==> src/hw/rtl/lahs_pkg.sv <==
package lahs_pkg;

    // Default axis geometry: pulses per motor revolution and travel per revolution.
    localparam int PULSES_PER_REV_DEF = 12;
    localparam int MM_PER_REV_DEF     = 5;

    // Fixed field and state widths.
    localparam int CNT_W  = 24;  // signed pulse count
    localparam int DIST_W = 22;  // saturated travel distance in mm
    localparam int POS_W  = 23;  // signed position in mm
    localparam int HALF_W = 21;  // half travel range in mm

    typedef enum logic [2:0] {
        ST_IDLE   = 3'd0,
        ST_FRONT  = 3'd1,
        ST_BACK   = 3'd2,
        ST_CENTRE = 3'd3,
        ST_DONE   = 3'd4
    } seq_state_t;

    typedef enum logic [1:0] {
        DIR_STOP  = 2'd0,
        DIR_FRONT = 2'd1,
        DIR_BACK  = 2'd2
    } motor_dir_t;

    typedef enum logic {
        MODE_MANUAL = 1'b0,
        MODE_AUTO   = 1'b1
    } op_mode_t;

    // One sampled tick of switch, pulse and button inputs.
    typedef struct packed {
        logic front_switch;
        logic back_switch;
        logic motor_pulse;
        logic start_calibration;
        logic confirm_center;
        logic mode_request_valid;
        logic mode_request;
    } sample_t;

    // Pulse tracker controls from the sequencer.
    typedef struct packed {
        logic up;
        logic down;
        logic clear;
    } trk_ctrl_t;

endpackage

==> src/hw/rtl/lahs_dist_track.sv <==
module lahs_dist_track
    import lahs_pkg::*;
#(
    parameter int PULSES_PER_REV = PULSES_PER_REV_DEF,
    parameter int MM_PER_REV     = MM_PER_REV_DEF
)
(
    input  logic              clk,
    input  logic              rst_n,
    input  trk_ctrl_t         ctrl,
    output logic [DIST_W-1:0] dist_upd
);

    // Keep floor(count*MM/PPR) exactly as quotient and remainder, stepped per pulse.
    localparam int Q     = MM_PER_REV / PULSES_PER_REV;
    localparam int R     = MM_PER_REV % PULSES_PER_REV;
    localparam int REM_W = $clog2(PULSES_PER_REV + 1);
    localparam int SUM_W = REM_W + 1;
    localparam int RAW_W = CNT_W + $clog2(MM_PER_REV + 1);

    localparam logic signed [CNT_W-1:0] CNT_MAX = {1'b0, {(CNT_W-1){1'b1}}};
    localparam logic signed [CNT_W-1:0] CNT_MIN = {1'b1, {(CNT_W-1){1'b0}}};

    logic signed [CNT_W-1:0] cnt_reg, cnt_next, cnt_upd;
    logic signed [RAW_W-1:0] raw_reg, raw_next, raw_upd;
    logic [REM_W-1:0]        rem_reg, rem_next, rem_upd;
    logic [SUM_W-1:0]        rem_sum;
    logic                    carry;
    logic                    borrow;
    logic                    do_up;
    logic                    do_down;

    assign do_up   = ctrl.up && (cnt_reg != CNT_MAX);
    assign do_down = ctrl.down && (cnt_reg != CNT_MIN);

    assign rem_sum = {1'b0, rem_reg} + SUM_W'(R);
    assign carry   = rem_sum >= SUM_W'(PULSES_PER_REV);
    assign borrow  = rem_reg < REM_W'(R);

    always_comb
    begin
        cnt_upd = cnt_reg;
        raw_upd = raw_reg;
        rem_upd = rem_reg;
        if (do_up)
        begin
            cnt_upd = cnt_reg + CNT_W'(1);
            raw_upd = raw_reg + RAW_W'(Q) + RAW_W'(carry);
            rem_upd = carry ? REM_W'(rem_sum - SUM_W'(PULSES_PER_REV)) : REM_W'(rem_sum);
        end
        else if (do_down)
        begin
            cnt_upd = cnt_reg - CNT_W'(1);
            raw_upd = raw_reg - RAW_W'(Q) - RAW_W'(borrow);
            rem_upd = borrow ? REM_W'({1'b0, rem_reg} + SUM_W'(PULSES_PER_REV - R))
                             : REM_W'({1'b0, rem_reg} - SUM_W'(R));
        end
    end

    // Clamp: negative or zero reads as zero, large values saturate.
    always_comb
    begin
        if (raw_upd[RAW_W-1])
        begin
            dist_upd = '0;
        end
        else if (|raw_upd[RAW_W-2:DIST_W])
        begin
            dist_upd = '1;
        end
        else
        begin
            dist_upd = raw_upd[DIST_W-1:0];
        end
    end

    assign cnt_next = ctrl.clear ? '0 : cnt_upd;
    assign raw_next = ctrl.clear ? '0 : raw_upd;
    assign rem_next = ctrl.clear ? '0 : rem_upd;

    always_ff @(posedge clk or negedge rst_n)
    begin
        if (!rst_n)
        begin
            cnt_reg <= '0;
            raw_reg <= '0;
            rem_reg <= '0;
        end
        else
        begin
            cnt_reg <= cnt_next;
            raw_reg <= raw_next;
            rem_reg <= rem_next;
        end
    end

endmodule

==> config.mk <==
export PLATFORM = sky130hd
export DESIGN_NAME = lahs_dist_track
export DESIGN_NICKNAME = d
export VERILOG_FILES = /design/src/hw/rtl/lahs_pkg.sv /design/src/hw/rtl/lahs_dist_track.sv
export SDC_FILE = /design/constraint.sdc
export NUM_CORES = 1
export LEC_CHECK = 0
export BUFFER_PORTS_ARGS = -buffer_cell sky130_fd_sc_hd__buf_2
export CORE_UTILIZATION = 39
export CTS_CLUSTER_DIAMETER = 60
export DETAILED_ROUTE_END_ITERATION = 8
export SKIP_CTS_REPAIR_TIMING = 1
export SYNTH_ARGS = -nofsm -noshare
export SYNTH_HDL_FRONTEND = slang
export SYNTH_SLANG_ARGS = --single-unit
==> constraint.sdc <==
create_clock -name clk -period 10.6 [get_ports clk]
set_clock_uncertainty 0.15 [all_clocks]
set_input_delay 1.06 -clock clk [delete_from_list [all_inputs] [get_ports clk]]
set_output_delay 1.06 -clock clk [all_outputs]
set_load 0.005 [all_outputs]
Word-level counts from Yosys, hierarchy flattened
Cells that the tools add are included.
- register bits after elaboration: 55
- input bits: 5
- output and inout bits: 22
- word-level logic and storage cells: 32
- add/subtract/negate cells: 8
- $lt $le $gt $ge: 2
- eq/ne operators: 2
- mux-type cells: 13
- reductions and logical operators: 4
- operator list (kind ; count):
    27-bit two-way mux ; 3
    24-bit two-way mux ; 3
    24-bit != test, second input constant ; 2
    22-bit two-way mux ; 2
    27-bit by 1-bit adder with 27-bit output ; 1
    27-bit by 1-bit subtractor with 27-bit output ; 1
    24-bit by 2-bit adder with 24-bit output, second input constant ; 1
    24-bit by 2-bit subtractor with 24-bit output, second input constant ; 1
    4-bit two-way mux ; 5
    4-bit by 3-bit adder with 5-bit output, second input constant ; 1
    5-bit by 4-bit greater-or-equal comparator with 1-bit output, second input constant ; 1
    4-bit by 3-bit adder with 4-bit output, second input constant ; 1
    4-bit by 3-bit < comparator with 1-bit output, second input constant ; 1
    4-bit OR reduction ; 1
    4-bit by 3-bit subtractor with 4-bit output, second input constant ; 1
    4-bit subtractor, second input constant ; 1
    3-bit nonzero test ; 1
    1-bit logical AND ; 2

Longest topological paths before layout
- depth after elaboration: 7
- depth in mapped cells: 15
- gate-level depth less buffers: 14

Worst setup path after synthesis
Ideal clock, no wire load.
- kind: register to output
- start point: register cnt_reg[23]
- end point: output port dist_upd[10]
- arrival: 3.668 ns
- required time: 9.390 ns
- slack: 5.722 ns
- stages on the path, launching flop included: 11
- buffers on the path: 1
- cells stage by stage: dfrtp_1 nand4b_1 or4_4 o31ai_4 nand4_2 or4_4 nor2b_1 xnor2_2 nor4_4 buf_6 a21oi_2
- longest elaborated chain between the ends: 7
- elaborated cells on any way between the ends: 9
- those cells by class: eq/ne: 2; mux: 4; reduce/logical: 3
- RTL lines (item ; line ; source):
    start: declaration ; lahs_dist_track.sv:24 ; logic signed [CNT_W-1:0] cnt_reg, cnt_next, cnt_upd;
    start signal: assignment ; lahs_dist_track.sv:91 ; cnt_reg <= cnt_next;
    24-bit != test ; lahs_dist_track.sv:34 ; assign do_down = ctrl.down && (cnt_reg != CNT_MIN);
    1-bit logical AND ; lahs_dist_track.sv:34 ;
    27-bit two-way mux ; lahs_dist_track.sv:51 ; else if (do_down)
    27-bit two-way mux (*) ; lahs_dist_track.sv:45 ; if (do_up)
    4-bit OR reduction ; lahs_dist_track.sv:67 ; else if (|raw_upd[RAW_W-2:DIST_W])
    22-bit two-way mux ; lahs_dist_track.sv:67 ;
    22-bit two-way mux (*) ; lahs_dist_track.sv:63 ; if (raw_upd[RAW_W-1])
    end: declaration ; lahs_dist_track.sv:11 ; output logic [DIST_W-1:0] dist_upd
Every way passes the cells marked *; elsewhere a longest branch is shown, timed or not.

Worst setup path in the final report
- start point: register cnt_reg[23]
- end point: output port dist_upd[0]
Same word-level chain as after synthesis.

==> run summary <==
OUTCOME
--------------------------------------------------------------------------------
Status ............................................................    completed

YOSYS
--------------------------------------------------------------------------------
Post-synth top flop ...............................................      dfrtp_1
Mapped Cells ......................................................          505
Mean post-synth cell area .........................................   8.65 sq um
Count of cell types in the netlist ................................           62
Portion of the post-synthesis area used by sequential elements ....        31.5%
Synthesis Warnings ................................................            0
EDFF count, synth .................................................            0
Total standard cell area after synthesis ..........................   4370 sq um
Post-synth ARST share .............................................         100%
Synth Net Count ...................................................          541
Flip-flop and latch count after synthesis .........................           55

STA
--------------------------------------------------------------------------------
Fmax achieved .....................................................      184 MHz
Final critical delay including setup and external delays ..........      5.42 ns
Setup repair after global routing missed its margin ...............        false
Total negative slack for setup checks .............................         0 ns
Fraction of the cycle the final worst path needs ..................        51.1%
Final number of setup-violating endpoints .........................            0
Smallest setup slack after layout .................................      5.18 ns
Max_slew headroom .................................................        50.3%
Final-report max-slew violation count .............................            0
Slew at the pin closest to its max-slew limit .....................     0.745 ns
Fin Hold WS .......................................................     0.399 ns
Number of hold-slack violations in the final timing report ........            0

WORST SETUP PATH
--------------------------------------------------------------------------------
Startpoint of the worst setup timing path .........................  cnt_reg[23]
WP data required ..................................................      9.39 ns
Maximum fanout along the worst path ...............................           22
Worst reg2reg path depth ..........................................           14
Critical-path cell list ........................................... nand4b_1, or4_4, o31ai_4, nand4_2, or4_4, nor2b_1, xnor2_2, nor4_4, buf_4, a21oi_1, buf_2
Largest stage delay on the critical path ..........................      0.63 ns
Standard cell with the maximum stage delay on the critical path ...      o31ai_4
Reg2reg setup slack ...............................................      5.87 ns
Critical setup path kind .......................................... register to output port
WP depth ..........................................................           11
Most repeated library cell on the critical path ...................        or4_4
Worst reg2reg endpoint ............................................  cnt_reg[23]
WP data arrival ...................................................      4.21 ns
Crit Reg-Reg Startpoint ...........................................  cnt_reg[23]
Cell type group with the largest total delay on the critical path . simple AND/OR/NAND/NOR gates
Critical path buffers and inverters ...............................            2
Sort of element at the start of the critical path .................     register
End of the critical path ..........................................  dist_upd[0]
CP endpoint kind ..................................................  output port

POWER
--------------------------------------------------------------------------------
Switching power total .............................................     0.555 mW
Net switching share of the total power ............................        45.6%
Standby leakage power .............................................      2.10 nW
Cell Pwr Density ..................................................  258 nW/um^2
IR drop worst, VDD ................................................   0.000126 V
Proportion of power drawn by flip-flops and latches ...............        28.1%
Proportion of power drawn by combinational gates ..................        62.2%
Clock power frac ..................................................         9.8%
Internal power contribution .......................................     0.663 mW

DRT
--------------------------------------------------------------------------------
ANT nets after route ..............................................            0
Routed via count ..................................................         3763
Initial detailed-routing violation count ..........................          159
Routed wire length ................................................      10.1 mm
Via count normalized by instance count ............................         5.65
Wire length per cell after detailed routing .......................      15.2 um
Number of iterations in the first detailed-routing pass ...........            4
Total DRC errors in the routed layout .............................            0

GLOBAL ROUTING
--------------------------------------------------------------------------------
Pin count of the biggest net entering global routing ..............           56
Total congestion overflow .........................................            0
Global-route wire length before repair ............................      17.1 mm
Number of antenna violations at the first check in global routing .            0
Number of global-route vias before repair .........................         3679
Total routing usage reported by global routing ....................        18.4%

CLOCKING
--------------------------------------------------------------------------------
Number of buffers added by the clock tree synthesis step ..........            5
Insertion delay of the later-clocked pin in the worst-skew pair ...      0.32 ns
Sinks on the clock net ............................................           55
Maximum number of buffers from clock root to sink .................            2
Clock H-tree levels ...............................................            2
Clock tree from TritonCTS .........................................        built
Clk Tree Root Cell ................................................     clkbuf_8
Clock Pin Slew Worst Setup and Hold Paths .........................      0.10 ns

FLOORPLANNING
--------------------------------------------------------------------------------
Starting Density ..................................................        40.1%
Number of placement rows ..........................................           38
Die area ..........................................................  11600 sq um
Die outline width .................................................       108 um
Core Box Area .....................................................  10900 sq um
Chip height .......................................................       108 um
Number of top-level pins ..........................................           27

FLOW RUN
--------------------------------------------------------------------------------
Number of violations of the max-capacitance limit .................            0

CELLS AND AREA
--------------------------------------------------------------------------------
Final Cell Area ...................................................   4720 sq um
Non-filler cells in the finished layout ...........................          666
Layout cell share with drive strength beyond 1 ....................        15.8%
Largest register FFs ..............................................           27
Layout filler cell count ..........................................         1101
Area overhead of the layout relative to synthesis .................        8.04%
Count of inserted antenna diode cells .............................            0
Post-layout net count .............................................          562

WORST HOLD PATH
--------------------------------------------------------------------------------
HP Class .......................................................... register to register

PLACEMENT
--------------------------------------------------------------------------------
HPWL after DPL ....................................................      7.32 mm
Placement-stage worst setup slack .................................      5.50 ns
Area after DPL ....................................................   4640 sq um
PortBufs ..........................................................           26
Number of cells after detailed placement ..........................          659
Routability cong. .................................................        0.863

-- layer usage --
| metal | GRT usage (%) | up-vias | routed length, um |
|---|---|---|---|
| met3 | 2.48 | 22 | 261 |
| li1 | - | 1889 | - |
| met1 | 22.9 | 1791 | 4650 |
| met4 | 7.34 | 0 | 296 |
| met2 | 31.9 | 61 | 4910 |
| met5 | 0 | - | 0 |
-- cell type report --
class,instances,area (sq um),area share (%)
multi-input combinational,418,2850,60.4
sequential,55,1380,29.1
timing repair buffer,33,183,3.87
tap,140,175,3.71
clock buffer,5,68.8,1.46
inverter,13,51.3,1.09
clock inverter,2,13.8,0.291
-- layout by cell type, fill, tap and decap left out, drive strengths merged, types with 13 or more instances in the layout --
cell type  count
a21oi         44
nor2          44
nor3          18
xor2          28
inv           13
o21ai         34
dfrtp         55
buf           33
xnor2         20
nand2         56
ha            30
-- Yosys cell counts (10+ instances only) --
cell	count	share of area (%)
xor2_1	27	5.4
o21ai_0	34	3.9
a21oi_2	20	4.0
dfrtp_1	55	31
inv_1	12	1.0
nor2_1	44	3.8
a21oi_1	24	2.7
nor3_1	18	2.1
nand4_1	11	1.6
a21o_1	10	1.7
nand3_1	10	1.1
clkbuf_1	15	1.3
ha_1	30	8.6
xnor2_1	19	3.8
nor4_1	10	1.4
nand2_1	56	4.8
-- per-stage QoR --
| step | power (mW) | utilization, % |
|---|---|---|
| floorplan | 0.899 | - |
| global placement | 1.09 | 42.6 |
| detailed placement | 1.11 | 42.6 |
| CTS | 1.23 | 43.4 |
| global route | 1.33 | 43.4 |
| finish | 1.22 | 43.4 |
-- power groups by stage --
stage                     clock network (mW)  logic, mW  registers (mW)
after floorplan                            0      0.579           0.321
after global routing                   0.131      0.851           0.353
after detailed placement                   0      0.765           0.345
after CTS                              0.123      0.766           0.342
after global placement                     0      0.747           0.343
final                                  0.119      0.758           0.342
-- worst register-to-register path, delay by kind of cell (launching register included) --
kind | cells | cell delay [ns]
AOI/OAI and AO/OA | 6 | 2.02
DFF | 1 | 0.43
adders and majority gates | 1 | 0.25
buffers and inverters | 1 | 0.42
and+or+nand+nor | 6 | 1.37
-- logic make-up after synthesis --
| kind of cell | after synthesis | synth area share, % |
|---|---|---|
| mux | 5 | 1.15 |
| fa+ha+maj | 31 | 9.05 |
| buf+inv | 32 | 3.32 |
| xor+xnor | 48 | 9.96 |
| compound gates | 139 | 22.3 |
| flops | 55 | 31.5 |
| simple gates | 195 | 22.8 |
-- worst min path at each step --
stage                           start     endpoint  slack (ns)  cells past startpoint
final                     cnt_reg[15]  cnt_reg[15]        0.40                      2
after global routing      cnt_reg[13]  cnt_reg[13]        0.43                      2
after CTS                 cnt_reg[15]  cnt_reg[15]        0.41                      2
after detailed placement  cnt_reg[15]  cnt_reg[15]        0.38                      2
after global placement    cnt_reg[20]  cnt_reg[20]        0.38                      2
after floorplan           cnt_reg[10]  cnt_reg[10]        0.35                      2
Note: power is estimated with default switching activity, not from simulation.
