--- config.mk ---
export PLATFORM = sky130hd
export DESIGN_NAME = lahs_sample_reg
export DESIGN_NICKNAME = d
export VERILOG_FILES = /design/src/hw/rtl/lahs_pkg.sv /design/src/hw/rtl/lahs_sample_reg.sv
export SDC_FILE = /design/constraint.sdc
export NUM_CORES = 1
export LEC_CHECK = 0
export ABC_AREA = 1
export ABC_CLOCK_PERIOD_IN_PS = 1200
export CAP_MARGIN = 30
export CORE_AREA = 2 2 39 41
export CTS_BUF_LIST = sky130_fd_sc_hd__clkbuf_4
export CTS_CLUSTER_SIZE = 20
export DETAILED_ROUTE_END_ITERATION = 8
export DIE_AREA = 0 0 41 43
export DONT_BUFFER_PORTS = 1
export GPL_TIMING_DRIVEN = 0
export SLEW_MARGIN = 20
export SYNTH_ARGS = -nofsm -noshare
export SYNTH_HDL_FRONTEND = slang
export SYNTH_SLANG_ARGS = --single-unit
--- constraint.sdc ---
create_clock -name clk -period 1.2 [get_ports clk]
set_input_delay 0.12 -clock clk [delete_from_list [all_inputs] [get_ports clk]]
set_output_delay 0.12 -clock clk [all_outputs]
set_load 0.005 [all_outputs]
--- src/hw/rtl/lahs_pkg.sv ---
package lahs_pkg;

    // Default axis geometry: pulses per motor revolution and travel per revolution.
    localparam int PULSES_PER_REV_DEF = 12;
    localparam int MM_PER_REV_DEF     = 5;

    // Fixed field and state widths.
    localparam int CNT_W  = 24;  // signed pulse count
    localparam int DIST_W = 22;  // saturated travel distance in mm
    localparam int POS_W  = 23;  // signed position in mm
    localparam int HALF_W = 21;  // half travel range in mm

    typedef enum logic [2:0] {
        ST_IDLE   = 3'd0,
        ST_FRONT  = 3'd1,
        ST_BACK   = 3'd2,
        ST_CENTRE = 3'd3,
        ST_DONE   = 3'd4
    } seq_state_t;

    typedef enum logic [1:0] {
        DIR_STOP  = 2'd0,
        DIR_FRONT = 2'd1,
        DIR_BACK  = 2'd2
    } motor_dir_t;

    typedef enum logic {
        MODE_MANUAL = 1'b0,
        MODE_AUTO   = 1'b1
    } op_mode_t;

    // One sampled tick of switch, pulse and button inputs.
    typedef struct packed {
        logic front_switch;
        logic back_switch;
        logic motor_pulse;
        logic start_calibration;
        logic confirm_center;
        logic mode_request_valid;
        logic mode_request;
    } sample_t;

    // Pulse tracker controls from the sequencer.
    typedef struct packed {
        logic up;
        logic down;
        logic clear;
    } trk_ctrl_t;

endpackage

--- src/hw/rtl/lahs_sample_reg.sv ---
module lahs_sample_reg
    import lahs_pkg::*;
(
    input  logic    clk,
    input  logic    rst_n,
    input  logic    sample_valid,
    output logic    sample_stall,
    input  logic    front_switch,
    input  logic    back_switch,
    input  logic    motor_pulse,
    input  logic    start_calibration,
    input  logic    confirm_center,
    input  logic    mode_request_valid,
    input  logic    mode_request,
    input  logic    res_take,
    output sample_t s1,
    output logic    s1_valid
);

    logic    valid_reg;
    logic    valid_next;
    sample_t data_reg;
    logic    load;

    // Slot frees up when empty or when its request moves on this cycle.
    assign load         = !valid_reg || res_take;
    assign sample_stall = !load;
    assign valid_next   = load ? sample_valid : valid_reg;

    always_ff @(posedge clk or negedge rst_n)
    begin
        if (!rst_n)
        begin
            valid_reg <= 1'b0;
        end
        else
        begin
            valid_reg <= valid_next;
        end
    end

    always_ff @(posedge clk)
    begin
        if (load && sample_valid)
        begin
            data_reg <= '{front_switch, back_switch, motor_pulse, start_calibration,
                          confirm_center, mode_request_valid, mode_request};
        end
    end

    assign s1       = data_reg;
    assign s1_valid = valid_reg;

endmodule

# [Word level (Yosys, flattened, before mapping)]
# Cells that the tools add are included.
[word_totals] register_bits=8
[classes] reduce_logical=4
[ops] operator="1-bit zero test" n=2
[ops] operator="1-bit logical AND" n=1
[ops] operator="1-bit logical OR" n=1

# [Depth between registers and ports, before layout]
# Gate-level depths: netlist of run 1.
[depth] depth_word=3 ltp_mapped=2 depth_no_buf=2

# [Least setup slack after synthesis of run 1]
# Ideal clock, no wire load.
[synth_path] kind="reg2reg" start="register valid_reg (netlist: s1_valid)" end="register data_reg (netlist bit s1[0]), enable pin" required_ps=862 path_stages_with_launch=2 slack_ps=180 period_less_slack_ps=1020 setup_ps=338 arrival_ps=682 cell_sequence="dfrtp_1 > a21oi_2"
[synth_via] elab_chain_cells=3
[synth_rtl] element="start, declared" line_no="lahs_sample_reg.sv:20" text="logic valid_reg;"
[synth_rtl] element="start signal, assigned" line_no="lahs_sample_reg.sv:38" text="valid_reg <= valid_next;"
[synth_rtl] element="1-bit zero test" line_no="lahs_sample_reg.sv:26" text="assign load = !valid_reg || res_take;"
[synth_rtl] element="1-bit logical OR" line_no="lahs_sample_reg.sv:26"
[synth_rtl] element="1-bit logical AND" line_no="lahs_sample_reg.sv:44" text="if (load && sample_valid)"
[synth_rtl] element="end signal, assigned" line_no="lahs_sample_reg.sv:46" text="data_reg <= '{front_switch, back_switch, motor_pulse, start_calibration,"
[synth_rtl] element="end, declared" line_no="lahs_sample_reg.sv:22" text="sample_t data_reg;"
# No other way between the ends.
# A chain may end at the register's enable or synchronous reset.

# [Worst setup path in the final report of run 1]
[layout_path] start="register valid_reg (netlist: s1_valid)" end="register data_reg (netlist bit s1[4]), enable pin"
# Same word-level chain as after synthesis.

==> flow_summary.ini, run 1 <==
[yosys]
postSynthAreaPerCell_sq_um = 19.1
mappedNetlistNets = 25
syn_inst = 14
warnings_from_yosys = 0
synth.lib_cells_used.distinct = 7
ys_ff_latch = 8
syn_area_sq_um = 268
synth-seq-area-share_pct = 87.9

[timing]
hold_ws_ps = 78.2
max-slew-margin-rel_pct = 73.5
fmax_mhz = 889
fin_crit_ps = 1130
setup_viol_count_final = 0
worst_max_slew_pin_slew_ps = 398
fin_worst_skew_ps = 3.44
rsz0062_at_grt = false
period_utilization_pct = 93.8
totalNegativeSetupSlack_ps = 0
finalHoldViolCount = 0
postLayoutSetupSlackWorst_ps = 74.8
slew_viol_final = 0

[setup_path]
timing.critical_path.cells = a21oi_2
cp_slowest_stage_delay_ps = 410
rr_startpoint = s1_valid
start_kind = flop
cp_max_fo = 7
critPathSlowestCell = sky130_fd_sc_hd__dfrtp_1
endpoint_of_the_worst_slack_reg_to_reg_timing_path = s1[4]
reg2reg_setup_slack_ps = 70
critical_path_required_ps = 1100
worst-path-buf-inv = 0
path_class = flop to flop
rr_worst_depth = 1
crit_family = flip-flops
cp_data_arrival_time_ps = 1030
timing.critical_path.to_type = flop
timing.critical_path.depth = 1

[global_routing]
number_of_global_route_vias_before_repair = 191
global_route_wire_length_before_repair_um = 759
global_route.usage.total_pct = 7.49
gr-total-overflow = 0
antenna_violations_before_repair = 0
maximum_number_of_pins_on_one_net_before_global_route_repair = 8

[layout]
synthToLayoutAreaGrowth_pct = 56.1
antenna_cells = 0
layout.cells.most_common = sky130_fd_sc_hd__dlygate4sd3_1
layout-drive-gt1-share_pct = 25.0
final_non_filler_cells = 44
layout.cells.most_common_list = sky130_fd_sc_hd__dlygate4sd3_1 (10), sky130_fd_sc_hd__edfxtp_1 (7), sky130_fd_sc_hd__clkbuf_4 (4)
nNetsFinal = 40

[pwr]
worst_ir_drop_vdd_uv = 566
comb_power_share_pct = 6.8
pwr-share-seq_pct = 54.4
switching_share_pct = 18.4
cellPowerDensity_mw_per_mm2 = 1460
cell_internal_pwr_mw = 0.497
total_switching_power_mw = 0.112
clkPwrFrac_pct = 38.8
static-leakage-power_nw = 0.160

[hold_path]
hold_class = primary input to async pin

[die]
ioPinCount = 20
dieArea_sq_mm = 0.00176
initial_core_util_pct = 19.3
die_x_um = 41
std_cell_rows = 14
fp.coreArea_sq_mm = 0.00138
die_h_um = 43

[routing]
wl_per_cell_um = 11.5
drt.antenna.violating_nets = 0
drc = 0
route.layer.met1.wl_um = 189
first_iter_violations = 2
via_per_inst = 3.80
met3_length_um = 126
dr.pass1.iters = 2
via_count = 167
dr_wl_met2_um = 192
routed_wirelength_um = 507
top_signal_layer_used = met3

[clock_network]
postCtsResizedCells = 0
clkTransAtPathRegs_ps = 50
cts.sink_count = 8
clock_insertion_delay_worst_skew_ps = 250
clockRootBuffer = sky130_fd_sc_hd__clkbuf_4
tritoncts = done
cts-buffers-inserted = 3
clock_tree.htree_level_count = 1
clock_path_buffers = 2
cts_post_setup_buffers_inserted = 0

[placed_design]
place.detailed.instances = 30
place.gp.congestion = 0.615
post-place-ws_ps = 84.6
port-buffer-count = 0

[status]
outcome = completed

[flow_run]
cap_violations = 0
==> what timing repair did <==
| item | CTS | global route |
|---|---|---|
| setup endpoints to repair | 0 | 0 |
| hold buffers | 10 | 0 |
| hold endpoints to repair | 9 | 0 |
==> synth_stat cells (all sizes together) <==
master / n / area, sq um
a21oi: 1 / 8.76
edfxtp: 7 / 210
dfrtp: 1 / 25.0
o21ai: 1 / 8.76
nor2: 1 / 3.75
inv: 3 / 11.3
==> cell type report <==
cell class              instances  area (sq um)
well taps                      16          20.0
multi-input cells               3          21.3
inverters                       3          11.3
repair buffers                 10           100
fillers                       140           966
flip-flops and latches          8           235
clock buffers                   4          30.0
==> routing by layer <==
metal | GRT usage [%] | vias to the layer above
li1 | - | 75
met1 | 5.28 | 69
met2 | 10.0 | 23
met3 | 12.0 | 0
met4 | 2.00 | 0
met5 | 0 | -
==> worst max-delay path by stage <==
stage,startpoint,endpoint,slack (ps)
2_1_floorplan,s1_valid,s1[0],180
3_3_place_gp,s1_valid,s1[1],120
3_5_place_dp,s1_valid,s1[1],80
4_1_cts,s1_valid,s1[4],70
5_1_grt,s1_valid,s1[4],20
6_report,s1_valid,s1[4],70
==> power by group through the flow <==
| stage | registers, mW | clock network, mW | logic (mW) |
|---|---|---|---|
| final | 0.332 | 0.236 | 0.0413 |
| after detailed placement | 0.338 | 0 | 0.0153 |
| after floorplan | 0.335 | 0 | 0.0128 |
| after global placement | 0.337 | 0 | 0.0142 |
| after global routing | 0.334 | 0.277 | 0.0454 |
| after CTS | 0.332 | 0.248 | 0.0415 |
==> flip-flops by register name (all words and copies together), names as in the netlist <==
signal,cells
s1,7
s1_valid,1
==> stage by stage <==
stage          power [mW]  utilization [%]  area (sq um)
2_1_floorplan       0.347                -           268
4_1_cts             0.621             30.2           418
3_3_place_gp        0.351             20.8           288
3_5_place_dp        0.353             20.8           288
6_report            0.609             30.2           418
5_1_grt             0.657             30.2           418
==> cell families (layout without fill, tap and decap cells) <==
kind of cell           after synthesis  in the layout  share of synthesized area, %
buffers and inverters                3             17                          4.21
AOI/OAI and AO/OA                    2              2                          6.54
and+or+nand+nor                      1              1                          1.40
DFF                                  8              8                          87.8
Power figures use the tool's default switching activity.
==> inputs of run 2 (changes only) <==
--- a/config.mk
+++ b/config.mk
@@ -5,7 +5,6 @@
 export SDC_FILE = /design/constraint.sdc
 export NUM_CORES = 1
 export LEC_CHECK = 0
-export ABC_AREA = 1
 export ABC_CLOCK_PERIOD_IN_PS = 1200
 export CAP_MARGIN = 30
 export CORE_AREA = 2 2 39 41
==> run 2 against run 1 <==
Effect of this change:
- flip-flop and latch count is the same
- wire length shrank 3.0%
- count of clock-buffer cells in the layout is the same
- first-iteration DRC count shrank 50%
- utilization shrank 0.72 points
- critical path type unchanged
- largest power group unchanged
==> flow_summary.ini, run 2 <==
[hold_path]
hold_class = primary input to flop
hold_end = s1_valid
hold_path_depth = 2
worst_hold_startpoint = res_take

[yosys]
post-synth-top-area-cell = sky130_fd_sc_hd__edfxtp_1
postSynthAreaPerCell_sq_um = 22.3
syn_inst = 12
synthTopCellsByArea = sky130_fd_sc_hd__edfxtp_1 (79%), sky130_fd_sc_hd__dfrtp_1 (9.3%), sky130_fd_sc_hd__nand2b_4 (5.1%), sky130_fd_sc_hd__and2_4 (3.3%), sky130_fd_sc_hd__nand2b_1 (2.3%)
most_numerous_cell_in_the_yosys_netlist = sky130_fd_sc_hd__edfxtp_1
synth-seq-area-share_pct = 87.9
mappedNetlistNets = 23
yosysTopAreaCellShare_pct = 78.5
synth-edff-count = 7
dominantRegCellSynth = sky130_fd_sc_hd__edfxtp_1
synth_async_sr_flop_share_pct = 12.5
syn_area_sq_um = 268
ys_ff_latch = 8
synth.lib_cells_used.distinct = 6
warnings_from_yosys = 0

[clock_network]
clock_insertion_delay_worst_skew_ps = 250
tritoncts = done
clock_tree.htree_level_count = 1
cts_hold_buf = 9
clock_path_buffers = 2
cts.sink_count = 8
postCtsResizedCells = 0
clockRootBuffer = sky130_fd_sc_hd__clkbuf_4
cts_post_setup_buffers_inserted = 0
clkTransAtPathRegs_ps = 50
cts-buffers-inserted = 3

[placed_design]
post_dp_cell_area_sq_um = 288
place.gp.congestion = 0.593
place.detailed.instances = 28
port-buffer-count = 0
post-place-ws_ps = 211

[timing]
setup_viol_count_final = 0
totalNegativeSetupSlack_ps = 0
slew_viol_final = 0
postLayoutSetupSlackWorst_ps = 204
rsz0062_at_grt = false
worst_max_slew_pin_slew_ps = 160
fin_worst_skew_ps = 6.18
max-slew-margin-rel_pct = 89.3
fin_crit_ps = 996
hold_ws_ps = 74.4
finalHoldViolCount = 0
fmax_mhz = 1000
period_utilization_pct = 83.0

[layout]
synthToLayoutAreaGrowth_pct = 52.3
final_non_filler_cells = 41
finish.instance_area_sq_um = 408
layout.cells.most_common = sky130_fd_sc_hd__dlygate4sd3_1
flip_flop_count_of_the_largest_register_after_layout = 7
final_util_pct = 29.5
antenna_cells = 0
layout.cells.most_common_list = sky130_fd_sc_hd__dlygate4sd3_1 (9), sky130_fd_sc_hd__edfxtp_1 (7), sky130_fd_sc_hd__clkbuf_4 (4)
layout-drive-gt1-share_pct = 24.0
nNetsFinal = 37

[setup_path]
cp_slowest_stage_delay_ps = 420
reg2reg_setup_slack_ps = 200
critical_path_required_ps = 1150
cp_data_arrival_time_ps = 950
path_class = flop to flop
timing.critical_path.cells = nand2b_4, and2_4
rr_worst_depth = 2
endpoint_of_the_worst_slack_reg_to_reg_timing_path = s1[3]
critPathSlowestCell = sky130_fd_sc_hd__dfrtp_1
rr_startpoint = s1_valid
cp_max_fo = 7
start_kind = flop
timing.critical_path.to_type = flop

[die]
die_h_um = 43
dieArea_sq_mm = 0.00176
std_cell_rows = 14
fp.coreArea_sq_mm = 0.00138
ioPinCount = 20
initial_core_util_pct = 19.3
die_x_um = 41

[pwr]
cellPowerDensity_mw_per_mm2 = 1490
static-leakage-power_nw = 0.156
power_mw = 0.607
worst_ir_drop_vdd_uv = 400

[global_routing]
number_of_global_route_vias_before_repair = 194
antenna_violations_before_repair = 0
maximum_number_of_pins_on_one_net_before_global_route_repair = 8
gr-total-overflow = 0
global_route.usage.total_pct = 6.76
global_route_wire_length_before_repair_um = 696

[routing]
via_per_inst = 3.71
first_iter_violations = 1
drt.antenna.violating_nets = 0
routed_wirelength_um = 492
dr.pass1.iters = 4
wl_per_cell_um = 12.0
via_count = 152
drc = 0

[flow_run]
cap_violations = 0

[status]
outcome = completed
-- run 2: critical path, delay by kind of cell (launching register included) --
kind	cells	cell delay (ps)
flops	1	420
simple gates	2	280
-- run 2: worst max path at each step --
| stage | start | to | slack [ps] | depth (start not counted) |
|---|---|---|---|---|
| after floorplan | s1_valid | s1[0] | 250 | 2 |
| after global placement | s1_valid | s1[3] | 220 | 2 |
| after detailed placement | s1_valid | s1[3] | 210 | 2 |
| after CTS | s1_valid | s1[3] | 200 | 2 |
| after global routing | s1_valid | s1[5] | 170 | 2 |
| final | s1_valid | s1[3] | 200 | 2 |
-- run 2: cell type report --
class / instances / area, sq um
Inverter: 1 / 3.75
Sequential cell: 8 / 235
Tap cell: 16 / 20.0
Fill cell: 150 / 976
Clock buffer: 4 / 30.0
Multi-Input combinational cell: 3 / 28.8
Timing Repair Buffer: 9 / 90.1
-- run 2: cell families after synthesis --
family | after synthesis | share of synthesized area [%]
and+or+nand+nor | 3 | 10.7
buffers and inverters | 1 | 1.40
DFF | 8 | 87.8
-- run 2: where the power goes --
group          leakage (nW)  switching [mW]  total [mW]  internal [mW]
logic                0.0607          0.0128      0.0397         0.0269
clock network        0.0184          0.0867       0.236          0.149
registers            0.0774         0.00933       0.331          0.322
-- run 2: routing by layer --
layer	part of all wire [%]	GRT usage (%)
met1	40	4.90
met2	40	10.0
met5	0	0
met4	2.8	8.00
met3	16	4.19
==> inputs of run 3 (changes only) <==
--- a/config.mk
+++ b/config.mk
@@ -5,7 +5,8 @@
 export SDC_FILE = /design/constraint.sdc
 export NUM_CORES = 1
 export LEC_CHECK = 0
-export ABC_CLOCK_PERIOD_IN_PS = 1200
+export ABC_AREA = 1
+export ABC_CLOCK_PERIOD_IN_PS = 820
 export CAP_MARGIN = 30
 export CORE_AREA = 2 2 39 41
 export CTS_BUF_LIST = sky130_fd_sc_hd__clkbuf_4
==> constraint.sdc (replaced) <==
create_clock -name clk -period 0.82 [get_ports clk]
set_input_delay 0.082 -clock clk [delete_from_list [all_inputs] [get_ports clk]]
set_output_delay 0.082 -clock clk [all_outputs]
set_load 0.005 [all_outputs]
==> run 3 against run 2 <==
Effect of this change:
- register-to-register slack worse by 390 ps
- largest cell class unchanged
- fmax down 1.4%
- first-iteration DRC count rose to 6.0 times the previous value
- power up 49%
- the run now ends with negative setup slack left
- via count up 13%
==> flow_summary.ini, run 3 (synthesis results as in run 1) <==
[status]
outcome = finished, violations left
failed_checks = negative setup slack

[die]
dieArea_sq_mm = 0.00176
std_cell_rows = 14
initial_core_util_pct = 19.3
die_x_um = 41
ioPinCount = 20
die_h_um = 43
fp.coreArea_sq_mm = 0.00138

[timing]
finalHoldViolCount = 0
postLayoutSetupSlackWorst_ps = -189
slew_viol_final = 0
fin_crit_ps = 1010
period_utilization_pct = 123
rsz0062_at_grt = true
worst_max_slew_pin_slew_ps = 254
fin_worst_skew_ps = 0.954
fmax_mhz = 991
setup_viol_count_final = 8
max-slew-margin-rel_pct = 83.0

[placed_design]
port-buffer-count = 0
place_hpwl_um = 402
place.gp.congestion = 0.538
post_dp_cell_area_sq_um = 295

[setup_path]
worst-path-buf-inv = 0
path_class = flop to flop
crit_family = flip-flops
start_kind = flop
timing.critical_path.cells = a21oi_4
timing.critical_path.to_type = flop
critPathSlowestCell = sky130_fd_sc_hd__dfrtp_2
cp_slowest_stage_delay_ps = 440
cp_data_arrival_time_ps = 940
cp_max_fo = 7
critical_path_required_ps = 750

[routing]
via_per_inst = 3.80
drc = 0
dr.pass1.iters = 2
drt.antenna.violating_nets = 0
first_iter_violations = 6
wl_per_cell_um = 12.8
via_count = 171
routed_wirelength_um = 575

[layout]
layout.cells.most_common = sky130_fd_sc_hd__dlygate4sd3_1
multi_input_area_sq_um = 31.3
nNetsFinal = 41
finish.instance_area_sq_um = 437
layout.cells.most_common_list = sky130_fd_sc_hd__dlygate4sd3_1 (10), sky130_fd_sc_hd__edfxtp_1 (7), sky130_fd_sc_hd__clkbuf_4 (4)
layout.area.seq_sq_um = 236
filler_cell_count = 144
layout-drive-gt1-share_pct = 37.9
synthToLayoutAreaGrowth_pct = 63.1
antenna_cells = 0
final_util_pct = 31.6
flip_flop_count_of_the_largest_register_after_layout = 7

[clock_network]
cts-buffers-inserted = 3
clock_insertion_delay_worst_skew_ps = 250
clock_tree.htree_level_count = 1
cts.sink_count = 8
clkTransAtPathRegs_ps = 50
tritoncts = done
clock_path_buffers = 2
clockRootBuffer = sky130_fd_sc_hd__clkbuf_4

[pwr]
power_mw = 0.907
static-leakage-power_nw = 0.164
cellPowerDensity_mw_per_mm2 = 2080
worst_ir_drop_vdd_uv = 419

[global_routing]
grt_most_used_layer = met2
global_route_wire_length_before_repair_um = 772
number_of_global_route_vias_before_repair = 212
maximum_number_of_pins_on_one_net_before_global_route_repair = 8
antenna_violations_before_repair = 0
gr-total-overflow = 0
globalRouteMet3Util_pct = 5.24
groute.layer.met2.usage_pct = 13.8
gr_util_met1_pct = 4.19
global_route.usage.total_pct = 7.34

[hold_path]
hold_class = primary input to async pin

[flow_run]
cap_violations = 0
run 3: cell type report:
type                       count  share of cell area (%)
multi-input combinational      3                    7.16
tap                           16                    4.58
clock buffer                   4                    6.88
inverter                       3                    2.58
timing repair buffer          11                    24.6
sequential                     8                    54.2
run 3: per-stage QoR:
step / hold WS, ps / setup slack, ps / instances / TNS (ps)
after global placement: -214 / -166 / 30 / -1160
after floorplan: -214 / -122 / 14 / -854
final: 40.1 / -189 / 45 / -1380
after global routing: 28.6 / -242 / 45 / -1780
after CTS: 28.7 / -201 / 45 / -1470
after detailed placement: -214 / -194 / 30 / -1360
run 3: path summary, 6_finish.rpt:
kind	slack, ps	cells after the start	to	start
worst max-delay path	-190	1	s1[6]	s1_valid
worst min-delay path	40	1	s1_valid	rst_n
worst max register to register	-190	1	s1[6]	s1_valid
worst min register to register	680	3	s1_valid	s1_valid
max in group asynchronous	670	1	s1_valid	rst_n
min in group clk	150	2	s1[5]	res_take
run 3: where the power goes:
group	switching, mW	total (mW)	leakage, nW	internal, mW
clock network	0.129	0.348	0.0184	0.219
registers	0.0149	0.487	0.0766	0.472
logic	0.0275	0.0719	0.0688	0.0444
run 3: repair_timing:
item                       4_1_cts  5_1_grt
setup buffers                    1        0
gates resized for setup          3        0
hold endpoints to repair         9        0
setup endpoints to repair        8        8
hold buffers                    10        0
run 3: per-layer routing:
| layer | share of wire [%] | vias to the layer above | wire, um |
|---|---|---|---|
| met2 | 51 | 19 | 292 |
| met4 | 0 | 0 | 0 |
| met3 | 12 | 0 | 68 |
| met5 | 0 | - | 0 |
| li1 | - | 78 | - |
| met1 | 37 | 74 | 214 |
