File: src/hw/rtl/lahs_pkg.sv
package lahs_pkg;

    // Default axis geometry: pulses per motor revolution and travel per revolution.
    localparam int PULSES_PER_REV_DEF = 12;
    localparam int MM_PER_REV_DEF     = 5;

    // Fixed field and state widths.
    localparam int CNT_W  = 24;  // signed pulse count
    localparam int DIST_W = 22;  // saturated travel distance in mm
    localparam int POS_W  = 23;  // signed position in mm
    localparam int HALF_W = 21;  // half travel range in mm

    typedef enum logic [2:0] {
        ST_IDLE   = 3'd0,
        ST_FRONT  = 3'd1,
        ST_BACK   = 3'd2,
        ST_CENTRE = 3'd3,
        ST_DONE   = 3'd4
    } seq_state_t;

    typedef enum logic [1:0] {
        DIR_STOP  = 2'd0,
        DIR_FRONT = 2'd1,
        DIR_BACK  = 2'd2
    } motor_dir_t;

    typedef enum logic {
        MODE_MANUAL = 1'b0,
        MODE_AUTO   = 1'b1
    } op_mode_t;

    // One sampled tick of switch, pulse and button inputs.
    typedef struct packed {
        logic front_switch;
        logic back_switch;
        logic motor_pulse;
        logic start_calibration;
        logic confirm_center;
        logic mode_request_valid;
        logic mode_request;
    } sample_t;

    // Pulse tracker controls from the sequencer.
    typedef struct packed {
        logic up;
        logic down;
        logic clear;
    } trk_ctrl_t;

endpackage

File: src/hw/rtl/lahs_seq.sv
module lahs_seq
    import lahs_pkg::*;
(
    input  logic                    clk,
    input  logic                    rst_n,
    input  sample_t                 s,
    input  logic                    s1_valid,
    input  logic                    result_stall,
    input  logic [DIST_W-1:0]       dist_upd,
    output logic                    res_take,
    output trk_ctrl_t               trk,
    output logic                    result_valid,
    output seq_state_t              state_q,
    output motor_dir_t              dir_q,
    output logic signed [POS_W-1:0] pos_q,
    output logic [HALF_W-1:0]       half_q,
    output logic signed [POS_W-1:0] centre_q,
    output op_mode_t                mode_q,
    output logic                    homed_q
);

    seq_state_t              state_reg, state_next, step_state;
    motor_dir_t              dir_reg, dir_next;
    logic signed [POS_W-1:0] pos_reg, pos_next, pos_a, pos_b;
    logic [HALF_W-1:0]       half_reg, half_next, half_b;
    logic signed [POS_W-1:0] centre_reg, centre_next;
    op_mode_t                mode_reg, mode_next;
    logic                    homed_reg, homed_next, homed_b;
    logic                    result_valid_reg;
    logic                    adv;
    logic                    cnt_en;
    logic                    go_back, go_centre, go_done, start_ok;

    assign res_take = !result_valid_reg || !result_stall;
    assign adv      = s1_valid && res_take;

    assign cnt_en = s.motor_pulse && (state_reg == ST_BACK || state_reg == ST_CENTRE ||
                                      state_reg == ST_DONE);

    // Position after this request's pulse, before the sequence step.
    assign pos_a = (cnt_en && (state_reg == ST_CENTRE || state_reg == ST_DONE))
                 ? ($signed({1'b0, dist_upd}) - $signed({2'b00, half_reg}))
                 : pos_reg;

    assign go_back   = (state_reg == ST_FRONT) && s.front_switch;
    assign go_centre = (state_reg == ST_BACK) && s.back_switch;
    assign go_done   = (state_reg == ST_CENTRE) && (pos_a == '0);
    assign half_b    = go_centre ? dist_upd[DIST_W-1:1] : half_reg;
    assign pos_b     = go_centre ? $signed({2'b00, half_b}) : pos_a;
    assign homed_b   = homed_reg || s.confirm_center;

    // Next state
    always_comb
    begin
        case (state_reg)
            ST_FRONT:  step_state = go_back ? ST_BACK : ST_FRONT;
            ST_BACK:   step_state = go_centre ? ST_CENTRE : ST_BACK;
            ST_CENTRE: step_state = go_done ? ST_DONE : ST_CENTRE;
            ST_IDLE:   step_state = ST_IDLE;
            ST_DONE:   step_state = ST_DONE;
            default:   step_state = ST_IDLE;
        endcase
        start_ok   = s.start_calibration && (step_state == ST_IDLE || step_state == ST_DONE);
        state_next = state_reg;
        if (adv)
        begin
            state_next = start_ok ? ST_FRONT : step_state;
        end
    end

    // Outputs and datapath
    always_comb
    begin
        dir_next    = dir_reg;
        pos_next    = pos_reg;
        half_next   = half_reg;
        centre_next = centre_reg;
        homed_next  = homed_reg;
        mode_next   = mode_reg;
        trk         = '0;
        if (adv)
        begin
            if (go_back)
            begin
                dir_next = DIR_BACK;
            end
            else if (go_centre)
            begin
                dir_next = DIR_FRONT;
            end
            else if (go_done)
            begin
                dir_next = DIR_STOP;
            end
            if (start_ok)
            begin
                dir_next = DIR_FRONT;
            end
            pos_next  = pos_b;
            half_next = half_b;
            if (s.confirm_center)
            begin
                centre_next = pos_b;
            end
            homed_next = homed_b;
            if (s.mode_request_valid && (!s.mode_request || homed_b))
            begin
                mode_next = op_mode_t'(s.mode_request);
            end
            trk.up    = cnt_en && (dir_reg == DIR_BACK);
            trk.down  = cnt_en && (dir_reg == DIR_FRONT);
            trk.clear = start_ok;
        end
    end

    always_ff @(posedge clk or negedge rst_n)
    begin
        if (!rst_n)
        begin
            state_reg        <= ST_IDLE;
            dir_reg          <= DIR_STOP;
            pos_reg          <= '0;
            half_reg         <= '0;
            centre_reg       <= '0;
            mode_reg         <= MODE_MANUAL;
            homed_reg        <= 1'b0;
            result_valid_reg <= 1'b0;
        end
        else
        begin
            state_reg  <= state_next;
            dir_reg    <= dir_next;
            pos_reg    <= pos_next;
            half_reg   <= half_next;
            centre_reg <= centre_next;
            mode_reg   <= mode_next;
            homed_reg  <= homed_next;
            if (res_take)
            begin
                result_valid_reg <= s1_valid;
            end
        end
    end

    assign result_valid = result_valid_reg;
    assign state_q      = state_reg;
    assign dir_q        = dir_reg;
    assign pos_q        = pos_reg;
    assign half_q       = half_reg;
    assign centre_q     = centre_reg;
    assign mode_q       = mode_reg;
    assign homed_q      = homed_reg;

`ifndef SYNTHESIS
    a_stop_when_parked: assert property (@(posedge clk) disable iff (!rst_n)
        (state_reg == ST_IDLE || state_reg == ST_DONE) == (dir_reg == DIR_STOP))
        else $error("motor direction disagrees with sequence state");

    a_homed_sticks: assert property (@(posedge clk) disable iff (!rst_n)
        homed_reg |=> homed_reg)
        else $error("homed flag dropped");

    a_auto_needs_homed: assert property (@(posedge clk) disable iff (!rst_n)
        (mode_reg == MODE_AUTO) |-> homed_reg)
        else $error("automatic mode without homing");

    a_done_from_centre: assert property (@(posedge clk) disable iff (!rst_n)
        (state_reg == ST_DONE && $past(state_reg) != ST_DONE) |->
        ($past(state_reg) == ST_CENTRE))
        else $error("done reached without centre run");
`endif

endmodule

File: config.mk
export PLATFORM = sky130hd
export DESIGN_NAME = lahs_seq
export DESIGN_NICKNAME = d
export VERILOG_FILES = /design/src/hw/rtl/lahs_pkg.sv /design/src/hw/rtl/lahs_seq.sv
export SDC_FILE = /design/constraint.sdc
export NUM_CORES = 1
export LEC_CHECK = 0
export ABC_AREA = 1
export BUFFER_PORTS_ARGS = -buffer_cell sky130_fd_sc_hd__buf_2
export CORE_MARGIN = 4
export CORE_UTILIZATION = 40
export DETAILED_ROUTE_END_ITERATION = 7
export HOLD_SLACK_MARGIN = 0.05
export SYNTH_ARGS = -nofsm -noshare
export SYNTH_HDL_FRONTEND = slang
export SYNTH_SLANG_ARGS = --single-unit
File: constraint.sdc
create_clock -name clk -period 3.9 [get_ports clk]
set_input_delay 0.78 -clock clk [delete_from_list [all_inputs] [get_ports clk]]
set_output_delay 0.78 -clock clk [all_outputs]
set_load 0.02 [all_outputs]
# Yosys cells after proc, flatten, opt, wreduce, memory -nomap -nowiden
# Index checks and enable logic that the tools add are counted.
word_totals:
  register_bits: 75
  input_bits: 33
  output_inout_bits: 79
  wordCells: 55
op_classes:
  n_addsub: 1
  n_eq_ne: 7
  muxes: 13
  reduce_logical: 26
op_table:
  columns: ["cell", "count"]
  rows:
  - ["two-way mux 23 bit", 2]
  - ["logical NOT 23 bit", 1]
  - ["subtractor 22 x 21 -> 23 bit", 1]
  - ["two-way mux 21 bit", 1]
  - ["one-hot mux 3 bit (4 select lines)", 1]
  - ["logical AND 1 bit", 10]
  - ["two-way mux 2 bit", 5]
  - ["two-way mux 3 bit", 3]
  - ["logical OR 1 bit", 7]
  - ["== test 3 x 2 -> 1 bit, second input constant", 2]
  - ["== test 3 bit, second input constant", 2]
  - ["AND reduction 2 bit", 3]
  - ["nonzero test 4 bit", 1]
  - ["== test 3 x 1 -> 1 bit, second input constant", 1]
  - ["logical NOT 1 bit", 3]
  - ["logical NOT 3 bit", 1]
  - ["== test 2 x 1 -> 1 bit, second input constant", 1]
  - ["== test 2 bit, second input constant", 1]
  - ["two-way mux 1 bit", 1]

# Depth between registers and ports, before layout
# Gate-level depths: netlist (run 1).
logic_depth:
  ltp_word: 15
  ltp_mapped: 24
  mapped_depth_nobuf: 24

# Worst setup path before layout (run 1)
# No wires, ideal clock.
synth_path:
  path_kind: "input -> output"
  start: "input dist_upd[0]"
  end: "output trk[0] (netlist name)"
  t_arrival_ns: 2.865
  required_time_ns: 3.120
  slack_ns: 0.255
  cell_stages: 22
  path_buffers: 0
  path_cell_list: "inv_1 -> ha_1 -> fa_1 -> inv_1 -> nand3_1 -> nand2_1 -> nand2_1 -> nand2_1 -> nand3_1 -> nand2_1 -> nand2_1 -> nand3_1 -> nand2_1 -> nor2_1 -> nand2_1 -> nor2_1 -> nand2_1 -> nand2_2 -> nand2_1 -> nor2_2 -> nand2_2 -> inv_1"
synth_rtl:
  columns: ["item", "line_no", "rtl"]
  rows:
  - ["start: declaration", "lahs_seq.sv:9", "input logic [DIST_W-1:0] dist_upd,"]
  - ["end: declaration", "lahs_seq.sv:11", "output trk_ctrl_t trk,"]

==> metrics list, run 1 <==
- The run finished with clean final reports.
* Critical Path Sink Type: output port
- Share of synthesized registers carrying an async set or reset: 1.00
- The share of the Yosys chip area taken by registers is 0.374.
* Number of clock buffers inserted by TritonCTS: 9
- At the worst endpoint, the required time is 3.12 ns.
* # hold bufs at CTS: 0
- Setup repair after global routing could not meet its margin everywhere.
- TritonCTS built the clock tree.
* Largest fanout on the critical path: 3
* Design area: between 6000 and 7000 um2
* Initial Utilization: 0.413
* Met3 track demand over resource in global routing: 0.0429
* Period Utilization, post-route: 0.972
- Mapped cell area: around 5000 um2
- Pin placement for this block handled around 110 I/O pins.
* Library cell with the highest instance count after synthesis: sky130_fd_sc_hd__nand2_1
- Entering global routing, the biggest net connects 76 pins.
* Distinct cell type count of the synthesized netlist: 34
- For this run, the post-layout net count is around 970.
* Worst slew pin tran: just under 1 ns
* Layout Skew: roughly 0.011 ns
- Number of nets with antenna violations after routing: 0
- CTS built an H-tree with a depth of 3.
* Proportion of netlist area held by the largest area contributor: 0.374
* Met2 usage: 0.355
* Biggest area consumer among synthesized cells: sky130_fd_sc_hd__dfrtp_1
- Die X-Extent: 120 um
* Die extent in y: 120 um
* Final RePlAce weighted congestion: roughly 0.9
* Clock input transition at the sequential cells of the worst setup and hold paths: ~0.060 ns
- Worst min-delay path category: register to register
* Area after DPL: between 5000 and 6000 um2
* Via count normalized by instance count: roughly 5
- Kind of start point of the critical path: primary input
- Total track usage: 0.223
* Top post-synthesis cells by area: sky130_fd_sc_hd__dfrtp_1 (37%), sky130_fd_sc_hd__nand2_1 (20%), sky130_fd_sc_hd__o21ai_0 (9.5%)
- Power density over the cells: between 800 and 900 nW/um2
* Leakage Power: 3.71 nW
* Count of max-cap constraint violations: 0
- The routed design has around 16000 um of wire.
* IO buf count: 111
- The tree is rooted in a sky130_fd_sc_hd__clkbuf_16.
- Peak ir drop on the vdd network: between 0.0003 and 0.0004 V
- Detail Placement HPWL: ~12000 um
- Met1 global-route usage: 0.305
- Synthesis produced a netlist with a net count of around 820.
- The hold violation total from the final report was 0.
- The first TritonRoute pass finished after 5 iterations.
* Top FF cell, synth: sky130_fd_sc_hd__dfrtp_1
- 0 antenna diodes ended up in the layout.
- Count of routing violations after the opening detailed-route iteration: between 300 and 400
- The floorplan has 40 rows.
- Detailed routing inserted a total of between 5000 and 6000 vias.
- Derived from the worst setup path, the maximum achievable clock frequency is roughly 260 MHz.
* Count of warnings emitted by yosys: 0
- CTS Sinks: 75
- Global-route wire length before repair: 25700 um
* Clock insertion delay at the later pin of the skew report: around 0.35 ns
- The number of global-route vias before repair was around 5200.
* Post-synth EDFFs: 0
* Accumulated negative setup slack: 0 ns
- For the worst setup path, the data arrival time is about 3.0 ns.
* Number of cells produced by synthesis: approximately 760
- The floorplan step defined a die boundary enclosing between 10000 and 15000 um2.
* Layer with the highest usage after global routing: met2
* WL per Instance: 14.9 um
* Signed area change from the synthesized netlist to the final layout: 38.1%
* Core Area: between 10000 and 15000 um2
- The longest clock path from root to sink contains 2 buffers.
- Number of register bits inferred by synthesis: 75
- In the routed design, unresolved DRC markers number 0.
- The final max-slew violation count came to 0.
* Final setup violating endpoints: 0
- Most frequent cells after synthesis: sky130_fd_sc_hd__nand2_1 (267), sky130_fd_sc_hd__inv_1 (114), sky130_fd_sc_hd__o21ai_0 (95)
* Number of antenna violations at the first check in global routing: 0
- Measured against its own limit, the worst slew margin works out to 0.354.
* Post-layout minimum cycle time: 3.79 ns
* Avg Inst Size Synth: around 6.6 um2
- Final hold analysis gives a worst-case slack of between 0.4 and 0.5 ns.
* Ratio of cells with drive above 1 in the final layout: 0.320
* Total global routing overflow: 0
- The worst setup path is of the primary input to output port kind.
-- worst max-delay path, stage by stage --
cell and delay, ns:
sky130_fd_sc_hd__buf_6 0.08, sky130_fd_sc_hd__inv_4 0.03, sky130_fd_sc_hd__ha_4 0.15, sky130_fd_sc_hd__fa_2 0.35, sky130_fd_sc_hd__inv_2 0.08, sky130_fd_sc_hd__nand3_2 0.08, sky130_fd_sc_hd__nand2_4 0.09, sky130_fd_sc_hd__buf_6 0.09
sky130_fd_sc_hd__buf_4 0.10, sky130_fd_sc_hd__xnor2_2 0.10, sky130_fd_sc_hd__o21ai_1 0.10, sky130_fd_sc_hd__nor2_1 0.11, sky130_fd_sc_hd__nand3_1 0.10, sky130_fd_sc_hd__nor3_2 0.15, sky130_fd_sc_hd__nand2_1 0.11, sky130_fd_sc_hd__nand2_2 0.10
sky130_fd_sc_hd__nand2_2 0.07, sky130_fd_sc_hd__nor2_4 0.10, sky130_fd_sc_hd__nand2_2 0.08, sky130_fd_sc_hd__inv_2 0.05, sky130_fd_sc_hd__buf_6 0.10
-- cell type report --
class	count	area, um2
fill	1132	5230
multi-input combinational	543	3110
sequential	75	1880
timing repair buffer	162	961
inverter	122	460
clock buffer	9	225
tap	168	210
clock inverter	6	90.1
-- metal layers --
layer	vias to the layer above	share of wire
met5	-	0
met4	0	0.014
met3	20	0.045
met2	125	0.47
met1	2564	0.48
li1	2711	-
-- path summary, 6_finish.rpt --
| kind | startpoint | to | slack [ns] | cells after the start |
|---|---|---|---|---|
| setup reg to reg | half_q[0] | dir_q[0] | 0.58 | 26 |
| max in group asynchronous | rst_n | centre_q[12] | 2.68 | 1 |
| setup / recovery | dist_upd[0] | trk[0] | 0.11 | 21 |
| hold / removal | centre_q[21] | centre_q[21] | 0.48 | 2 |
| hold reg to reg | centre_q[21] | centre_q[21] | 0.48 | 2 |
| min in group asynchronous | rst_n | pos_q[4] | 0.59 | 1 |
-- through the flow --
step,worst slack (ns),power [mW],utilization,std cells
after CTS,0.0000180,5.62,0.538,1084
after global routing,-0.0694,6.45,0.570,1085
final,0.109,5.98,0.570,1085
after global placement,-0.0530,4.51,0.493,1058
after detailed placement,-0.133,4.53,0.493,1058
after floorplan,0.255,3.40,-,762
-- cell families (layout without fill, tap and decap cells) --
| kind of cell | count (synthesis) | count (layout) | synth area share |
|---|---|---|---|
| flip-flops | 75 | 75 | 0.374 |
| XOR/XNOR | 3 | 3 | 0.00523 |
| AO/OA/AOI/OAI | 123 | 123 | 0.126 |
| adder cells (fa/ha/maj) | 22 | 22 | 0.0563 |
| AND/OR/NAND/NOR | 395 | 395 | 0.330 |
| buffers and inverters | 144 | 299 | 0.110 |
-- cell usage in the layout, fill, tap and decap left out, types with 5 or more instances in the layout --
cell                          n
sky130_fd_sc_hd__dfrtp_1     75
sky130_fd_sc_hd__nor2_2       9
sky130_fd_sc_hd__nor2_1      26
sky130_fd_sc_hd__nand2_2     26
sky130_fd_sc_hd__nand2_1    240
sky130_fd_sc_hd__nand3_1     39
sky130_fd_sc_hd__nand4_1     10
sky130_fd_sc_hd__ha_4        17
sky130_fd_sc_hd__clkbuf_16    9
sky130_fd_sc_hd__nor2_4       7
sky130_fd_sc_hd__buf_2      108
sky130_fd_sc_hd__nand3_2     16
sky130_fd_sc_hd__a21oi_2      5
sky130_fd_sc_hd__buf_4       50
sky130_fd_sc_hd__a21oi_1     16
sky130_fd_sc_hd__inv_1      106
sky130_fd_sc_hd__inv_2       14
sky130_fd_sc_hd__nand2_4      7
sky130_fd_sc_hd__o21ai_0     93
-- power breakdown --
group / leakage (nW) / total [mW] / switching, mW / internal (mW)
Combinational: 2.63 / 3.68 / 2.29 / 1.39
Sequential: 0.935 / 1.39 / 0.264 / 1.12
Clock: 0.152 / 0.915 / 0.356 / 0.559
-- repair_timing --
action	CTS	global route
endpoints found under the setup margin	1	1
pin swaps	14	34
gates resized for setup	32	88
setup buffers	11	1
Note: power is estimated with default switching activity, not from simulation.
==> run 2, diff against run 1 <==
- PLACE_DENSITY: unset -> 0.74
==> metrics list, run 2 (synthesis results as in run 1) <==
* Maximum number of pins on one net before global-route repair: 76
- Detail Placement HPWL: roughly 11000 um
* Buffers from clock root to sink, at most: 2
* Clock input transition at the sequential cells of the worst setup and hold paths: 0.06 ns
- The number of global-route vias before repair came to around 5000.
- Residual DRC: 0
- Global-route wire length before repair: 24300 um
- For flop-to-flop paths, the worst setup slack is 0.35 ns.
* Setup slack at placement: -0.135 ns
* Total track usage: 0.209
* Final setup violating endpoints: 0
* Length in cells of the worst reg-to-reg path: 29
- Area enclosed by the die boundary: 14400 um2
- Maximum clock frequency: 259 MHz
- The flow ran to the end, and the final reports show no timing, DRC or antenna violations.
* WL per Instance: between 10 and 15 um
* Minimum hold slack: slightly below 0.5 ns
* Worst min-delay path category: register to register
* Clock insertion delay at the later pin of the skew report: 0.34 ns
- Critical Path Sink Type: output port
- The tree is rooted in a sky130_fd_sc_hd__clkbuf_16.
- Sequential cell area: 1880 um2
- Using the TritonRoute via totals, the vias-per-cell ratio works out to around 5.0.
- Post-layout minimum cycle time: around 3.9 ns
- Antenna cells: 0
- Leakage Power: about 3.7 nW
- The startpoint identified for the worst register-to-register timing path is half_q[13].
* Total global routing overflow: 0
- Count of max-cap constraint violations: 0
- Counting the buffers created by CTS gives 9.
* Largest fanout on the critical path: 6
* End point of the most critical hold path: centre_q[5]
* IO buf count: ~110
- Critical path data required time: ~3.1 ns
* Critical R2R Capture: dir_q[0]
- Launch point of the critical path: dist_upd[2]
* Buffers & Inverters on Critical Path: 3
- In this run the number of H-tree levels came out at 3.
- # hold bufs at CTS: 0
- The floorplan step set the die width to roughly 120 um.
* Setup repair after global routing missed its margin: true
- At the worst endpoint, the arrival time is around 3 ns.
* Final worst setup slack: 0.0357 ns
* Kind of cell with the highest combined delay on the critical path: simple AND/OR/NAND/NOR gates
- For this configuration, the core starts out at a cell density of 0.413.
- On the critical path, the stage with the largest delay is an instance of sky130_fd_sc_hd__ha_4.
- Detailed-routing iteration count for the pre-antenna-repair pass: 5
* Kind of start point of the critical path: primary input
* Layout Skew: 0.0100 ns
* CTS Sinks: 75
- Launch point of the worst hold path: centre_q[5]
- Final RePlAce weighted congestion: 0.918
* Commonest cells after routing, fill and taps aside: sky130_fd_sc_hd__nand2_1 (235), sky130_fd_sc_hd__inv_1 (111), sky130_fd_sc_hd__buf_2 (108)
* Worst slew pin tran: between 0.9 and 1 ns
- The signal on the critical path passes through buf_2 -> ha_4 -> nand2_1 -> nor2_2 -> nand2_2 -> nand3_4 -> nand2_1 -> nand3_1 -> nand2_1 -> nor2_1 -> nand3_1 -> nor3_2 -> nand2_1 -> nand2_2 -> nand2_2 -> nor2_4 -> nand2_2 -> inv_2 -> buf_6.
- Instance count along the most critical hold path: 2
* Count of routing violations after the opening detailed-route iteration: between 500 and 600
* Die extent in y: 120 um
- The hold violation total from the final report is 0.
* Max_slew headroom: 0.358
- Number of nets at the end of the flow: 960
- The detail route stage leaves a number of antenna-violating nets equal to 0.
* Layout filler cell count: 1094
* Ratio of cells with drive above 1 in the final layout: 0.314
* Largest incremental delay on the critical path: 0.30 ns
* Slew Viols, Final: 0
- The initialized floorplan defines 40 standard-cell rows.
- Setup total negative slack on the finished layout was measured at 0 ns.
* Commonest non-fill, non-tap cell in the layout: sky130_fd_sc_hd__nand2_1
* Peak ir drop on the vdd network: about 0.00042 V
- In the final layout, the multi-input gates occupy slightly above 3000 um2.
- Signed area change from the synthesized netlist to the final layout: 35.9%
* Period Utilization, post-route: 0.991
- Core Area: 12200 um2
* Overall routed net length: between 15000 and 20000 um
- The critical path is of the primary input to output port type.
* Power density over the cells: 851 nW/um2
- Number of antenna violations at the first check in global routing: 0
- IO Count: 112
* CTS tree: built
- The final route contains 5403 vias.
-- run 2: cell types whose count changed in the layout (fill, tap and decap cells not counted), moves of 5 or more --
cell	previous run	this run
sky130_fd_sc_hd__nand2_1	240	235
sky130_fd_sc_hd__nand2_2	26	34
sky130_fd_sc_hd__inv_2	14	9
sky130_fd_sc_hd__inv_1	106	111
sky130_fd_sc_hd__buf_4	50	44
-- run 2: report_power, final --
group,leakage [nW],internal (mW),total [mW],switching [mW]
clock network,0.136,0.500,0.852,0.352
logic,2.58,1.32,3.57,2.26
registers,0.935,1.12,1.38,0.263
-- run 2: stage by stage --
step	power [mW]	cell area, um2	utilization	instances
5_1_grt	6.26	6830	0.561	1078
6_report	5.81	6830	0.561	1078
2_1_floorplan	3.40	5020	-	762
3_3_place_gp	4.38	5920	0.487	1048
4_1_cts	5.46	6460	0.531	1072
3_5_place_dp	4.43	5920	0.487	1048
-- run 2: worst min-delay path: cells and delay by family (launching register included) --
family,cells,cell delay [ns]
DFF,1,0.34
AOI/OAI and AO/OA,1,0.06
and+or+nand+nor,1,0.05
-- run 2: timing repair --
| item | 4_1_cts | 5_1_grt |
|---|---|---|
| resized for setup | 36 | 77 |
| setup endpoints to repair | 1 | 3 |
| pin swaps | 11 | 33 |
| buffers inserted | 8 | 6 |
-- run 2: worst max-delay path by stage --
stage | endpoint | cells after the start | slack (ns)
floorplan | trk[0] | 22 | 0.26
global placement | trk[0] | 24 | -0.07
detailed placement | trk[0] | 24 | -0.14
CTS | trk[0] | 21 | 0.004
global route | trk[0] | 22 | -0.14
finish | trk[0] | 19 | 0.04
-- run 2: area by class of cell --
class | instances | area share
repair buffers | 154 | 0.131
multi-input cells | 543 | 0.453
well taps | 168 | 0.0308
clock inverters | 5 | 0.00916
flip-flops and latches | 75 | 0.275
inverters | 122 | 0.0674
clock buffers | 11 | 0.0341
-- run 2: routing by layer --
layer,vias to the layer above,global-route usage,wire [um]
li1,2690,-,-
met1,2485,0.285,6930
met2,202,0.334,7370
met3,26,0.0410,1200
met4,0,0.0651,263
met5,-,0,0
